### src/tvw_pkg.sv
// Shared constants, codes and types of the triangle vertex welding block.
`default_nettype none

package tvw_pkg;

	// default geometry
	localparam int VERTEX_DEPTH_DEF = 1024;
	localparam int COORD_WIDTH_DEF  = 32;

	// fixed field widths
	localparam int TOL_W      = 16;
	localparam int IDX_OUT_W  = 10;
	localparam int OUTCOME_W  = 2;
	localparam int FACE_W     = 20;
	localparam logic [FACE_W-1:0] FACE_MAX = {FACE_W{1'b1}};

	// APB register map: one 32-bit register per word
	localparam int APB_ADDR_W = 3;
	localparam int APB_DATA_W = 32;
	localparam int REG_IDX_W  = APB_ADDR_W - 2;
	localparam logic [REG_IDX_W-1:0] REG_MATCH_TOL = 1'b0;
	localparam logic [TOL_W-1:0] TOL_RESET = 16'd1;

	// result outcome codes
	typedef enum logic [OUTCOME_W-1:0] {
		OUT_ADDED = 2'd0,
		OUT_DEGEN = 2'd1,
		OUT_FULL  = 2'd2
	} outcome_t;

	// sequencer states
	typedef enum logic [2:0] {
		ST_IDLE,
		ST_CHECK,
		ST_SCAN,
		ST_DECIDE,
		ST_WRITE,
		ST_FINISH
	} state_t;

	// per-lane control from the sequencer
	typedef struct packed {
		logic clear;
		logic probe;
		logic load;
	} lane_ctl_t;

endpackage

`default_nettype wire

### src/tvw_cmp.sv
// Vertex match: every axis differs by strictly less than the tolerance.
`default_nettype none

module tvw_cmp
	import tvw_pkg::*;
#(
	parameter int COORD_WIDTH = COORD_WIDTH_DEF
) (
	input  wire logic [3*COORD_WIDTH-1:0] vtx_a,
	input  wire logic [3*COORD_WIDTH-1:0] vtx_b,
	input  wire logic [TOL_W-1:0]         tol,
	output logic                          match
);

	// difference width covers both the coordinate span and the tolerance
	localparam int DW = (COORD_WIDTH + 1 > TOL_W + 1) ? COORD_WIDTH + 1 : TOL_W + 1;

	logic [2:0]           close;
	logic signed [DW-1:0] tol_x;

	assign tol_x = $signed(DW'(tol));

	// one subtract and a window compare per axis
	for (genvar k = 0; k < 3; k++) begin : g_axis
		logic signed [COORD_WIDTH-1:0] a_ax;
		logic signed [COORD_WIDTH-1:0] b_ax;
		logic signed [DW-1:0]          diff;

		assign a_ax    = vtx_a[k*COORD_WIDTH +: COORD_WIDTH];
		assign b_ax    = vtx_b[k*COORD_WIDTH +: COORD_WIDTH];
		assign diff    = DW'(a_ax) - DW'(b_ax);
		assign close[k] = (diff < tol_x) && (diff > -tol_x);
	end

	assign match = &close;

endmodule

`default_nettype wire

### src/tvw_lane.sv
// Lookup lane: compares one corner with each streamed table entry, keeps first hit.
`default_nettype none

module tvw_lane
	import tvw_pkg::*;
#(
	parameter int COORD_WIDTH  = COORD_WIDTH_DEF,
	parameter int VERTEX_DEPTH = VERTEX_DEPTH_DEF
) (
	input  wire logic                            clk,
	input  wire logic                            arst_n,
	input  wire lane_ctl_t                       ctl,
	input  wire logic [3*COORD_WIDTH-1:0]        corner,
	input  wire logic [3*COORD_WIDTH-1:0]        entry,
	input  wire logic [$clog2(VERTEX_DEPTH)-1:0] idx_in,
	input  wire logic [TOL_W-1:0]                tol,
	output logic                                 found,
	output logic [$clog2(VERTEX_DEPTH)-1:0]      idx
);

	localparam int IDX_W = $clog2(VERTEX_DEPTH);

	logic             hit;
	logic             found_q;
	logic [IDX_W-1:0] idx_q;

	tvw_cmp #(
		.COORD_WIDTH (COORD_WIDTH)
	) u_cmp (
		.vtx_a (entry),
		.vtx_b (corner),
		.tol   (tol),
		.match (hit)
	);

	// first matching entry wins
	always_ff @(posedge clk or negedge arst_n) begin
		if (!arst_n) begin
			found_q <= 1'b0;
		end else if (ctl.clear) begin
			found_q <= 1'b0;
		end else if (ctl.probe && hit) begin
			found_q <= 1'b1;
		end
	end

	// index: scan hit, or slot given on append
	always_ff @(posedge clk) begin
		if (ctl.clear) begin
			idx_q <= '0;
		end else if (ctl.probe && hit && !found_q) begin
			idx_q <= idx_in;
		end else if (ctl.load) begin
			idx_q <= idx_in;
		end
	end

	assign found = found_q;
	assign idx   = idx_q;

endmodule

`default_nettype wire

### config.mk
export PLATFORM = sky130hd
export DESIGN_NAME = tvw_lane
export DESIGN_NICKNAME = d
export VERILOG_FILES = /design/src/tvw_pkg.sv /design/src/tvw_cmp.sv /design/src/tvw_lane.sv
export SDC_FILE = /design/constraint.sdc
export NUM_CORES = 1
export LEC_CHECK = 0
export BUFFER_PORTS_ARGS = -buffer_cell sky130_fd_sc_hd__buf_2
export CORE_MARGIN = 2
export CORE_UTILIZATION = 62
export DETAILED_ROUTE_END_ITERATION = 7
export PLACE_DENSITY = 0.95
export SLEW_MARGIN = 20
export SYNTH_ARGS = -nofsm -noshare
export SYNTH_HDL_FRONTEND = slang
export SYNTH_SLANG_ARGS = --single-unit
### constraint.sdc
create_clock -name clk -period 2 [get_ports clk]
set_input_delay 0.4 -clock clk [delete_from_list [all_inputs] [get_ports clk]]
set_output_delay 0.4 -clock clk [all_outputs]
set_load 0.03 [all_outputs]
==> results.json, run 1 <==
{
  "post_cts_buffers": 63,
  "die_h_um": 134,
  "ios": 234,
  "synth_area_per_cell_sq_um": 7.01,
  "portBuffers": 233,
  "yosysWarnings": 0,
  "yosysUniqueCellTypes": 79,
  "dp_hpwl_um": 45400,
  "toolErrorMsg": "[ERROR DPL-0038] Utilization greater than 100%, impossible to legalize",
  "fp-row-count": 47,
  "synthCells": 1483,
  "numCtsBuffers": 3,
  "place_congestion": 1.07,
  "lastStage": "clock tree synthesis (4_1_cts)",
  "cts_sinks": 11,
  "synth_ff_type": "dfxtp_1",
  "clockBufferDepth": 2,
  "dpl-instance-area_sq_um": 15500,
  "cts_hold_buf": 1,
  "initial_utilization_pct": 63.2,
  "synthesis.area_sq_um": 10400,
  "status": "stopped before the end",
  "die_x_um": 134,
  "ys_async_sr_fraction_pct": 9.09,
  "htree_levels": 1,
  "cts_root_buffer": "clkbuf_16",
  "seq_area_frac_synth_pct": 2.17,
  "syn_nets": 1951,
  "cts_resized": 144,
  "ys_ff_latch": 11,
  "synth_edf_count": 0
}
[per-stage QoR]
stage	setup slack [ns]	instances	hold WS, ns
2_1_floorplan	-2.21	1483	0.104
3_3_place_gp	-2.82	2365	0.191
3_5_place_dp	-3.34	2365	0.186
[Yosys cell counts (10+ instances only)]
cell type	n	area share [%]
a211oi_1	21	1.5
a21o_1	45	3.2
a21oi_1	153	7.4
and2_1	14	0.84
and3_1	12	0.72
clkbuf_1	22	0.79
dfxtp_1	10	1.9
ha_1	242	29
inv_1	161	5.8
mux2i_1	10	0.96
nand2_1	127	4.6
nand2b_1	25	1.5
nand3_1	35	1.7
nand4_1	35	2.1
nor2_1	84	3.0
nor2b_1	12	0.72
nor3_1	40	1.9
nor4_1	29	1.7
o211ai_1	24	1.7
o21a_1	31	2.2
o21ai_0	71	3.4
o21ai_1	14	0.67
or2b_2	12	1.0
or3_1	18	1.1
xnor2_1	47	4.0
xor2_1	31	2.6
[logic make-up after synthesis]
group                      after synthesis  share of synthesized area (%)
and+or+nand+nor                        474                           23.4
AOI/OAI and AO/OA                      471                           29.9
adders and majority gates              245                           29.7
buffers and inverters                  192                           7.14
xor gates and xnor gates                78                           6.57
muxes                                   12                           1.18
DFF                                     11                           2.16
==> run 2: changes to the inputs <==
--- a/config.mk
+++ b/config.mk
@@ -7,9 +7,9 @@
 export LEC_CHECK = 0
 export BUFFER_PORTS_ARGS = -buffer_cell sky130_fd_sc_hd__buf_2
 export CORE_MARGIN = 2
-export CORE_UTILIZATION = 62
+export CORE_UTILIZATION = 40
 export DETAILED_ROUTE_END_ITERATION = 7
-export PLACE_DENSITY = 0.95
+export PLACE_DENSITY_LB_ADDON = 0.15
 export SLEW_MARGIN = 20
 export SYNTH_ARGS = -nofsm -noshare
 export SYNTH_HDL_FRONTEND = slang
==> run 2 against run 1 <==
Effect of this change: the flow now finishes, with violations (negative setup slack); synthesized area did not move; synthesized cell count did not move.
==> results.json, run 2 <==
{
  "drive_gt1_share_pct": 42.6,
  "yosysUniqueCellTypes": 79,
  "antenna_found_initial": 1,
  "final_area_sq_um": 17000,
  "r2r_setup_slack_ns": 0.95,
  "synth_area_per_cell_sq_um": 7.01,
  "finalNetCount": 2693,
  "critPathKind": "primary input to flip-flop",
  "holdWs_ns": 0.433,
  "cp.required_ns": 2.12,
  "cp_slowest_cell": "o211ai_1",
  "clk_pin_slew_worst_paths_ns": 0.04,
  "rsz0062_at_grt": "yes",
  "fmax_mhz": 213,
  "core_sq_um": 25800,
  "ys_ff_latch": 11,
  "yosys-top-cells-count": "242 x ha_1, 161 x inv_1, 153 x a21oi_1",
  "dpl-instance-area_sq_um": 16000,
  "initial_utilization_pct": 40.4,
  "synthCells": 1483,
  "syn_nets": 1951,
  "synth_edf_count": 0,
  "tns_ns": -29.56,
  "synth_ff_type": "dfxtp_1",
  "vias_per_cell": 5.35,
  "grt_max_degree": 22,
  "hold_viol_final": 0,
  "place_ws_ns": -3.34,
  "die_x_um": 165,
  "grt_pass1_wl_um": 60500,
  "path_common_cell": "buf_4",
  "design.die.area_sq_um": 27300,
  "status": "finished with violations",
  "dp_cells": 2527,
  "fp-row-count": 59,
  "tightestPinTransition_ns": 0.610,
  "seq_area_frac_synth_pct": 2.17,
  "min_from": "idx_in[8]",
  "grt_pass1_vias": 13300,
  "worstHoldPathType": "primary input to flip-flop",
  "timing.final.crit_share_pct": 235,
  "clockBufferDepth": 2,
  "power-per-cell-area_nw_per_um2": 375,
  "holdPathEnd": "idx[8]$_SDFFE_PP0P_",
  "die_h_um": 165,
  "max_cap_viol_count": 0,
  "wl_per_cell_um": 14.9,
  "cts_root_buffer": "clkbuf_16",
  "cp_top_family": "compound AO/OA/AOI/OAI gates",
  "drc_errors": 0,
  "finalSetupViolations": 11,
  "ios": 234,
  "yosysTopAreaCell": "ha_1",
  "layout_common_cells": "527 x buf_4, 229 x buf_2, 214 x ha_1",
  "yosysMostFrequentCell": "ha_1",
  "crit_fanout": 5,
  "grt_usage_pct": 26.8,
  "yosysWarnings": 0,
  "synthesis.area_sq_um": 10400,
  "slew_headroom_pct": 59.2,
  "fillers": 2323,
  "r2r_cells": 4,
  "hold_depth": 3,
  "final_cells": 2560,
  "cp.arrival_ns": 4.82,
  "drt_pass1_iterations": 5,
  "period_minus_slack_ns": 4.70,
  "final_max_slew_viol_count": 0,
  "routed_wl_um": 38200,
  "clock_latency_ns": 0.23,
  "portBuffers": 233,
  "drt_iter0_drc": 613,
  "numCtsBuffers": 3,
  "end_kind": "flip-flop",
  "vias": 13700,
  "critPathBufInv": 6,
  "finClkSkew_ns": 0.000382,
  "p_leak_nw": 8.85,
  "largest_reg_flops": 10,
  "p_total_mw": 6.37,
  "cts_sinks": 11,
  "grt_overflow_total": 0,
  "final_common_cell": "buf_4",
  "cts_tree": "yes",
  "htree_levels": 1,
  "place_congestion": 0.988,
  "critPathMaxStageDelay_ns": 0.50,
  "fin_util_pct": 65.9,
  "syn2layout_area_growth_pct": 63.1,
  "reg2reg_to": "idx[5]$_SDFFE_PP0P_",
  "netlist.area_leader.share_pct": 29.1,
  "synthTopCellsByArea": "ha_1 29%, a21oi_1 7.4%, inv_1 5.8%, nand2_1 4.6%, xnor2_1 4.0%",
  "violations": "negative setup slack",
  "layout_setup_ws_ns": -2.70,
  "dp_hpwl_um": 33200,
  "irDropWorstVdd_v": 0.000410,
  "critPathLaunchType": "primary input",
  "ys_async_sr_fraction_pct": 9.09,
  "antenna_left": 0,
  "reg2reg_from": "found$_DFFE_PN0P_"
}
[run 2: cell counts after synthesis]
No cell type changed its count.
[run 2: kinds of logic after synthesis]
logic type | count (synthesis) | synth area share, %
xor gates and xnor gates | 78 | 6.57
adders and majority gates | 245 | 29.7
DFF | 11 | 2.16
muxes | 12 | 1.18
buffers and inverters | 192 | 7.14
and+or+nand+nor | 474 | 23.4
AOI/OAI and AO/OA | 471 | 29.9
[run 2: how the worst max path moves through the flow]
| stage | start | to | slack, ns | depth (start not counted) |
|---|---|---|---|---|
| 2_1_floorplan | corner[72] | idx[0]$_SDFFE_PP0P_ | -2.21 | 22 |
| 3_3_place_gp | corner[64] | idx[7]$_SDFFE_PP0P_ | -3.17 | 22 |
| 3_5_place_dp | corner[64] | idx[7]$_SDFFE_PP0P_ | -3.34 | 22 |
| 4_1_cts | entry[0] | idx[7]$_SDFFE_PP0P_ | -2.63 | 27 |
| 5_1_grt | corner[68] | idx[7]$_SDFFE_PP0P_ | -2.88 | 26 |
| 6_report | entry[64] | idx[5]$_SDFFE_PP0P_ | -2.70 | 25 |
[run 2: worst register-to-register path, delay by kind of cell, from the launching register on]
family                 cells  cell delay, ns
flip-flops                 1            0.35
buffers and inverters      2            0.23
AO/OA/AOI/OAI              1            0.22
multiplexers               1            0.19
[run 2: power by group]
group	internal, mW	switching, mW
clock	0.266	0.0850
combinational	2.92	2.85
sequential	0.234	0.00626
total	3.42	2.94
[run 2: layout make-up]
| type | instances | area (sq um) | area share (%) |
|---|---|---|---|
| diodes | 1 | 2.50 | 0.0147 |
| multi-input cells | 1280 | 10400 | 61.2 |
| clock buffers | 4 | 78.8 | 0.465 |
| repair buffers | 768 | 5240 | 30.9 |
| flip-flops and latches | 11 | 225 | 1.33 |
| well taps | 335 | 419 | 2.47 |
| inverters | 161 | 617 | 3.64 |
[run 2: repair_timing]
action	4_1_cts	5_1_grt
hold buffers	1	0
setup buffers	16	11
gates cloned	1	0
pin swaps	59	51
endpoints found under the hold margin	1	0
gates resized for setup	81	67
endpoints found under the setup margin	11	11
[run 2: routing by layer]
metal	wire, um	track usage [%]
met5	0	0
met1	17000	34.0
met4	609	4.98
met2	18800	49.1
met3	1830	2.82
(Power assumes the default switching activity.)
