File: config.mk
export PLATFORM = sky130hd
export DESIGN_NAME = tvw_cmp
export DESIGN_NICKNAME = d
export VERILOG_FILES = /design/src/tvw_pkg.sv /design/src/tvw_cmp.sv
export SDC_FILE = /design/constraint.sdc
export NUM_CORES = 1
export LEC_CHECK = 0
export BUFFER_PORTS_ARGS = -buffer_cell sky130_fd_sc_hd__buf_2
export CORE_MARGIN = 4
export CORE_UTILIZATION = 42
export DETAILED_ROUTE_END_ITERATION = 10
export SYNTH_ARGS = -nofsm -noshare
export SYNTH_HDL_FRONTEND = slang
export SYNTH_SLANG_ARGS = --single-unit
File: constraint.sdc
create_clock -name vclk -period 5.32
set_clock_uncertainty 0.05 [all_clocks]
set_input_delay 0.532 -clock vclk [all_inputs]
set_output_delay 0.532 -clock vclk [all_outputs]
set_load 0.01 [all_outputs]
File: src/tvw_pkg.sv
// Shared constants, codes and types of the triangle vertex welding block.
`default_nettype none

package tvw_pkg;

	// default geometry
	localparam int VERTEX_DEPTH_DEF = 1024;
	localparam int COORD_WIDTH_DEF  = 32;

	// fixed field widths
	localparam int TOL_W      = 16;
	localparam int IDX_OUT_W  = 10;
	localparam int OUTCOME_W  = 2;
	localparam int FACE_W     = 20;
	localparam logic [FACE_W-1:0] FACE_MAX = {FACE_W{1'b1}};

	// APB register map: one 32-bit register per word
	localparam int APB_ADDR_W = 3;
	localparam int APB_DATA_W = 32;
	localparam int REG_IDX_W  = APB_ADDR_W - 2;
	localparam logic [REG_IDX_W-1:0] REG_MATCH_TOL = 1'b0;
	localparam logic [TOL_W-1:0] TOL_RESET = 16'd1;

	// result outcome codes
	typedef enum logic [OUTCOME_W-1:0] {
		OUT_ADDED = 2'd0,
		OUT_DEGEN = 2'd1,
		OUT_FULL  = 2'd2
	} outcome_t;

	// sequencer states
	typedef enum logic [2:0] {
		ST_IDLE,
		ST_CHECK,
		ST_SCAN,
		ST_DECIDE,
		ST_WRITE,
		ST_FINISH
	} state_t;

	// per-lane control from the sequencer
	typedef struct packed {
		logic clear;
		logic probe;
		logic load;
	} lane_ctl_t;

endpackage

`default_nettype wire

File: src/tvw_cmp.sv
// Vertex match: every axis differs by strictly less than the tolerance.
`default_nettype none

module tvw_cmp
	import tvw_pkg::*;
#(
	parameter int COORD_WIDTH = COORD_WIDTH_DEF
) (
	input  wire logic [3*COORD_WIDTH-1:0] vtx_a,
	input  wire logic [3*COORD_WIDTH-1:0] vtx_b,
	input  wire logic [TOL_W-1:0]         tol,
	output logic                          match
);

	// difference width covers both the coordinate span and the tolerance
	localparam int DW = (COORD_WIDTH + 1 > TOL_W + 1) ? COORD_WIDTH + 1 : TOL_W + 1;

	logic [2:0]           close;
	logic signed [DW-1:0] tol_x;

	assign tol_x = $signed(DW'(tol));

	// one subtract and a window compare per axis
	for (genvar k = 0; k < 3; k++) begin : g_axis
		logic signed [COORD_WIDTH-1:0] a_ax;
		logic signed [COORD_WIDTH-1:0] b_ax;
		logic signed [DW-1:0]          diff;

		assign a_ax    = vtx_a[k*COORD_WIDTH +: COORD_WIDTH];
		assign b_ax    = vtx_b[k*COORD_WIDTH +: COORD_WIDTH];
		assign diff    = DW'(a_ax) - DW'(b_ax);
		assign close[k] = (diff < tol_x) && (diff > -tol_x);
	end

	assign match = &close;

endmodule

`default_nettype wire

==> results.txt, run 1 <==
----------------------------------------------------
[Worst setup path]
  Data arrival, critical path ... 4.67 ns
  Worst Path Max Fanout ... 4
  Sort of element at the end of the critical path ... output port
  Required time of the critical path ... about 4.7 ns
  Cell with the biggest individual delay on the critical path ... sky130_fd_sc_hd__or4_4
  CP cell instances ... buf_6, inv_4, ha_4, inv_2, fa_2, a21o_1, a221o_1, a21oi_2, o21a_1, o21ai_1, xor2_1, ha_1, a211o_1, a211oi_2, a21oi_1, or4_4, nor3_4, nand4b_1, o31ai_2, and4_1, buf_6
  Most frequent CP cell ... sky130_fd_sc_hd__buf_6
  Critical path's largest stage delay ... 0.43 ns
  Setup CP Type ... input port to output port
  Worst setup SP type ... input port
  CP startpoint ... vtx_a[0]

[Global routing]
  Met3 layer usage reported by global route ... 0.009613
  Global-route track usage on met2 ... 0.3549
  Number of global-route vias before repair ... approximately 9000
  Highest-utilization routing layer at the global route stage ... met2
  Wire length of the first global-routing pass ... ~42 mm
  Total Routing Usage GR ... 0.2063
  Maximum number of pins on one net before global-route repair ... 17
  Sum of overflow across all layers after global routing ... 0
  Met1 Usage GRT ... 0.2973
  Antenna violations before repair ... 1

[Cells and area]
  Register Area ... 0 um2
  Fraction of layout instances using a drive strength above 1 ... 0.2276
  Area added between synthesis and finish ... 23.61%
  Total number of nets in the final design ... roughly 1900
  Layout clock buffers ... 0
  Sequential cell count of the final layout ... 0
  Count of fill cells added during filler insertion ... about 2100

[Run]
  Number of maximum-capacitance constraint violations ... 0

[STA]
  Headroom to the max-slew limit ... 0.5650
  Final hold violations ... 0
  Number of max-slew violations in the final report ... 0
  Setup Viol. Count Final ... 0
  Final critical-path share of the clock period ... 0.9877
  Minimum clock period ... 5.255 ns
  Timing-limited maximum frequency ... around 190 MHz
  Slew of the pin with the lowest slew margin ... approximately 0.65 ns
  Setup TNS after final layout ... 0 ns
  Fin worst setup slack ... about 0.065 ns
  RSZ-0062 raised after global routing ... true

[Power]
  Leakage power figure ... between 5 and 6 nW
  Power density over the cells ... roughly 130 mW/mm2
  Worst voltage drop across the vdd grid ... just under 0.00005 V

[Placed design]
  DP Wirelength ... between 20 and 25 mm
  Number of buffers inserted by port buffering ... around 210
  Routability congestion estimate from global placement ... 0.9316
  Post-place setup slack ... -0.3231 ns

[Min path]
  Critical hold path startpoint ... vtx_a[31]
  Min-delay worst type ... input port to output port

[Synthesis]
  Number of library cell types mapped by synthesis ... a little over 70
  Synth top area share ... 0.3430
  Cell types with the largest area share after synthesis ... sky130_fd_sc_hd__ha_1 34%, sky130_fd_sc_hd__xnor2_1 7.0%, sky130_fd_sc_hd__a21oi_1 6.7%
  Post-Synthesis Cell Area ... 0.008827 mm2
  Post-Syn Area per Cell ... between 7 and 8 um2
  Number of warnings reported in the yosys synthesis log ... 0
  List of most frequent post-synthesis cells ... 242 x sky130_fd_sc_hd__ha_1, 145 x sky130_fd_sc_hd__inv_1, 118 x sky130_fd_sc_hd__a21oi_1
  Cell count after synthesis ... roughly 1200
  Sequential cell area fraction in the yosys report ... 0
  Net count after synthesis ... between 1500 and 2000
  Cell type with the largest total area after synthesis ... sky130_fd_sc_hd__ha_1
  Top-count cell post-synth ... sky130_fd_sc_hd__ha_1

[Routing]
  Post-route DRC violation count ... 0
  Drt wl/cell ... approximately 15 um
  Total length of routed wires ... 26.33 mm
  Iter 0 DRT Violations ... 465
  Via count normalized by instance count ... ~5.5
  Total number of vias ... 9543
  Antenna-violating nets left ... 0
  First drt pass iteration count ... 6

[Floorplanning]
  Number of primary I/O pins ... approximately 210
  Die Outline Area ... 0.02340 mm2
  Starting density of the core ... 0.4321
  Placeable core region ... slightly above 0.02 mm2
  Cell row count ... 52
  Die span in x ... ~150 um
  Die Height ... around 150 um

[Clock network]
  Hold bufs inserted after CTS ... 0

[Status]
  Run status ... finished, final reports clean

----------------------------------------------------
==> metal layers <==
layer / share of wire / routed length, um
met1: 0.49 / 12920
met2: 0.46 / 12080
met3: 0.043 / 1121
met4: 0.0078 / 205
met5: 0 / 0
==> worst paths after layout <==
kind / depth (start not counted) / slack (ns) / end
worst min-delay path: 7 / 1.87 / match
worst max-delay path: 21 / 0.07 / match
==> final cells by class <==
| cell class | count | area (um2) | area share |
|---|---|---|---|
| well taps | 270 | 337.8 | 0.03096 |
| diodes | 2 | 5.005 | 0.0004587 |
| inverters | 145 | 546.8 | 0.05011 |
| repair buffers | 273 | 1543 | 0.1414 |
| multi-input cells | 1058 | 8479 | 0.7771 |
==> power breakdown <==
| part | leakage, nW | internal, mW | switching [mW] |
|---|---|---|---|
| registers | 0 | 0 | 0 |
| clock network | 0.0000127 | 0.0000000504 | 0 |
| logic | 5.91 | 0.655 | 0.789 |
| total | 5.91 | 0.655 | 0.789 |
==> cell usage in the layout, fill, tap and decap left out, types with 45 or more instances in the layout <==
| master | count |
|---|---|
| sky130_fd_sc_hd__a21o_1 | 73 |
| sky130_fd_sc_hd__a21oi_1 | 112 |
| sky130_fd_sc_hd__buf_2 | 207 |
| sky130_fd_sc_hd__buf_4 | 63 |
| sky130_fd_sc_hd__ha_1 | 235 |
| sky130_fd_sc_hd__inv_1 | 143 |
| sky130_fd_sc_hd__nand2_1 | 68 |
| sky130_fd_sc_hd__nor2_1 | 72 |
| sky130_fd_sc_hd__o21ai_0 | 45 |
| sky130_fd_sc_hd__xnor2_1 | 68 |
==> metrics by stage <==
step                total power [mW]  utilization  std cells  hold slack (ns)  area (um2)
CTS                            1.389       0.5222       1740            1.864       10670
floorplan                     0.9505            -       1223            1.578        8827
detailed placement             1.344       0.5134       1730            1.891       10490
global route                   1.624       0.5340       1747            1.915       10910
global placement               1.327       0.5134       1730            1.873       10490
finish                         1.445       0.5341       1748            1.874       10910
==> worst max-delay path, delay by kind of cell <==
kind | cells | cell delay [ns]
AOI/OAI and AO/OA | 9 | 1.92
and+or+nand+nor | 4 | 0.97
adders and majority gates | 3 | 0.74
buffers and inverters | 4 | 0.28
xor gates and xnor gates | 1 | 0.20
==> cell families (layout without fill, tap and decap cells) <==
group,Yosys count,after routing,synth area share
AO/OA/AOI/OAI,386,386,0.2897
AND/OR/NAND/NOR,328,328,0.1902
adder cells (fa/ha/maj),245,245,0.3498
buffers and inverters,165,418,0.07115
XOR/XNOR,99,99,0.09908
other,0,2,0
==> repair_timing <==
action / in CTS / in global routing
pin swaps: 26 / 43
gates cloned: 0 / 0
setup buffers: 10 / 6
endpoints found under the setup margin: 1 / 1
gates resized for setup: 28 / 37
No activity file was read; power rests on OpenSTA's default activity.
==> run 2, diff against run 1 <==
==> constraint.sdc (replaced) <==
create_clock -name vclk -period 5.32
set_clock_uncertainty 0.05 [all_clocks]
set_input_delay 1.064 -clock vclk [all_inputs]
set_output_delay 1.064 -clock vclk [all_outputs]
set_load 0.01 [all_outputs]
==> run 2 against run 1 <==
- the flow now finishes with violations (negative setup slack)
- first-iteration DRC count rose by 4.5%
- non-clock buffer count grew 329
- die area unchanged
- critical endpoint unchanged
- critical path depth did not move
- hold slack better by 1.1 ns
- power increased by 24%
==> results.txt, run 2 (synthesis gave the netlist of run 1 again) <==
----------------------------------------------------
[Floorplanning]
  Placeable core region ... 0.02043 mm2 (unchanged)
  Die Height ... 153.0 um (unchanged)
  Die span in x ... 153.0 um (unchanged)
  Starting density of the core ... 0.4321 (unchanged)
  Die Outline Area ... 0.02340 mm2 (unchanged)
  Cell row count ... 52 (unchanged)
  Number of primary I/O pins ... 209 (unchanged)

[Routing]
  Iter 0 DRT Violations ... 486 (was 465)
  Post-route DRC violation count ... 0 (unchanged)
  First drt pass iteration count ... 6 (unchanged)
  Via count normalized by instance count ... 5.235 (was 5.459)
  Total length of routed wires ... 29.42 mm (was 26.33 mm)
  Total number of vias ... 10862 (was 9543)
  Drt wl/cell ... 14.18 um (was 15.06 um)
  Antenna-violating nets left ... 0 (unchanged)

[Status]
  Run status ... finished with violations (was finished, final reports clean)
  Violations in the final reports ... negative setup slack

[Placed design]
  Number of buffers inserted by port buffering ... 209 (unchanged)
  Routability congestion estimate from global placement ... 0.9904 (was 0.9316)
  Cell Area, Placed ... 0.01300 mm2 (was 0.01049 mm2)
  Post-place setup slack ... -1.179 ns (was -0.3231 ns)
  Number of instances in the placed design ... 2057 (was 1730)
  DP Wirelength ... 26.36 mm (was 23.23 mm)

[STA]
  Setup Viol. Count Final ... 1 (was 0)
  Final critical-path share of the clock period ... 1.196 (was 0.9877)
  Number of max-slew violations in the final report ... 0 (unchanged)
  Minimum clock period ... 6.360 ns (was 5.255 ns)
  Final hold violations ... 0 (unchanged)
  Timing-limited maximum frequency ... 157.2 MHz (was 190.3 MHz)
  Fin worst setup slack ... -1.040 ns (was 0.06520 ns)
  RSZ-0062 raised after global routing ... true (unchanged)
  Slew of the pin with the lowest slew margin ... 0.5504 ns (was 0.6465 ns)
  Headroom to the max-slew limit ... 0.6292 (was 0.5650)

[Run]
  Number of maximum-capacitance constraint violations ... 0 (unchanged)

[Power]
  Worst voltage drop across the vdd grid ... 0.00005150 V (was 0.00004971 V)
  Leakage power figure ... 7.482 nW (was 5.907 nW)
  Power Total ... 1.789 mW (was 1.445 mW)
  Power density over the cells ... 134.5 mW/mm2 (was 132.4 mW/mm2)

[Cells and area]
  Total number of nets in the final design ... 2260 (was 1931)
  Area added between synthesis and finish ... 50.66% (was 23.61%)
  Fraction of layout instances using a drive strength above 1 ... 0.3601 (was 0.2276)
  Register Area ... 0 um2 (unchanged)
  Number of standard cells in the layout, taps in and fillers out ... 2075 (was 1748)
  Fin area ... 0.01330 mm2 (was 0.01091 mm2)
  Commonest non-fill, non-tap cells in the layout ... 392 x sky130_fd_sc_hd__buf_4, 239 x sky130_fd_sc_hd__ha_1, 207 x sky130_fd_sc_hd__buf_2, 143 x sky130_fd_sc_hd__inv_1, 113 x sky130_fd_sc_hd__a21oi_1 (was 235 x sky130_fd_sc_hd__ha_1, 207 x sky130_fd_sc_hd__buf_2, 143 x sky130_fd_sc_hd__inv_1, 112 x sky130_fd_sc_hd__a21oi_1, 73 x sky130_fd_sc_hd__a21o_1)
  Most common library cell in the layout ignoring fill and taps ... sky130_fd_sc_hd__buf_4 (was sky130_fd_sc_hd__ha_1)
  Layout clock buffers ... 0 (unchanged)
  Sequential cell count of the final layout ... 0 (unchanged)
  Antenna diodes ... 0 (was 2)
  Layout Utilization ... 0.6510 (was 0.5341)

[Worst setup path]
  Sort of element at the end of the critical path ... output port (unchanged)
  Setup CP Type ... input port to output port (unchanged)
  Timing endpoint of the critical path ... match (unchanged)
  Worst setup SP type ... input port (unchanged)
  CP startpoint ... vtx_a[0] (unchanged)
  Data arrival, critical path ... 5.25 ns (was 4.67 ns)
  Required time of the critical path ... 4.21 ns (was 4.74 ns)
  Worst Path Max Fanout ... 3 (was 4)

[Global routing]
  Wire length of the first global-routing pass ... 48.48 mm (was 42.32 mm)
  Total Routing Usage GR ... 0.2354 (was 0.2063)
  Antenna violations before repair ... 0 (was 1)
  Maximum number of pins on one net before global-route repair ... 17 (unchanged)
  Sum of overflow across all layers after global routing ... 0 (unchanged)
  Number of global-route vias before repair ... 10635 (was 9012)

[Clock network]
  Hold bufs inserted after CTS ... 0 (unchanged)

[Min path]
  Min-delay worst type ... input port to output port (unchanged)

----------------------------------------------------
## run 2: worst max-delay path, cell delays in order
cell,delay (ns)
sky130_fd_sc_hd__buf_8,0.11
sky130_fd_sc_hd__inv_12,0.04
sky130_fd_sc_hd__ha_4,0.12
sky130_fd_sc_hd__inv_2,0.03
sky130_fd_sc_hd__fa_2,0.34
sky130_fd_sc_hd__a21o_1,0.18
sky130_fd_sc_hd__a221o_1,0.37
sky130_fd_sc_hd__a21oi_2,0.21
sky130_fd_sc_hd__o21a_1,0.18
sky130_fd_sc_hd__o21ai_2,0.07
sky130_fd_sc_hd__xor2_1,0.18
sky130_fd_sc_hd__ha_1,0.32
sky130_fd_sc_hd__a211o_1,0.30
sky130_fd_sc_hd__a211oi_2,0.14
sky130_fd_sc_hd__a21oi_1,0.09
sky130_fd_sc_hd__or4_1,0.56
sky130_fd_sc_hd__nor3_2,0.17
sky130_fd_sc_hd__nand4b_1,0.13
sky130_fd_sc_hd__o31ai_2,0.27
sky130_fd_sc_hd__and4_1,0.24
sky130_fd_sc_hd__buf_6,0.12
## run 2: what timing repair did
action | CTS | global route
gates resized for setup | 25 | 8
pin swaps | 33 | 13
endpoints found under the setup margin | 1 | 1
setup buffers | 16 | 2
endpoints found under the hold margin | 0 | 0
## run 2: cell type report
class	instances	area, um2
inverter	145	556.8
fill	1907	7131
multi-input combinational	1058	8388
tap	270	337.8
timing repair buffer	602	4016
## run 2: how the worst min path moves through the flow
stage | startpoint | endpoint | slack [ns] | cells past startpoint
finish | vtx_a[63] | match | 2.97 | 6
global route | vtx_a[63] | match | 3.04 | 6
CTS | vtx_a[63] | match | 2.96 | 6
detailed placement | vtx_a[63] | match | 2.98 | 6
global placement | vtx_a[63] | match | 2.97 | 6
floorplan | vtx_a[31] | match | 2.64 | 5
## run 2: per-layer routing
layer  vias up  track usage  routed length (um)
met5         -            0                   0
met4         0      0.02970                 315
met3        24      0.01074                1442
met2       251       0.4209               13950
met1      4869       0.3227               13710
li1       5718            -                   -
## run 2: metrics by stage
step                TNS [ns]  hold WS [ns]
floorplan            -0.4946         2.642
global placement      -1.096         2.972
detailed placement    -1.179         2.978
CTS                  -0.9891         2.963
global route          -1.263         3.042
finish                -1.040         2.974
## run 2: report_power, final
| group | internal [mW] | leakage, nW | switching (mW) |
|---|---|---|---|
| Combinational | 0.935 | 7.48 | 0.854 |
| Sequential | 0 | 0 | 0 |
| Clock | 0 | 0 | 0 |
| Total | 0.935 | 7.48 | 0.854 |
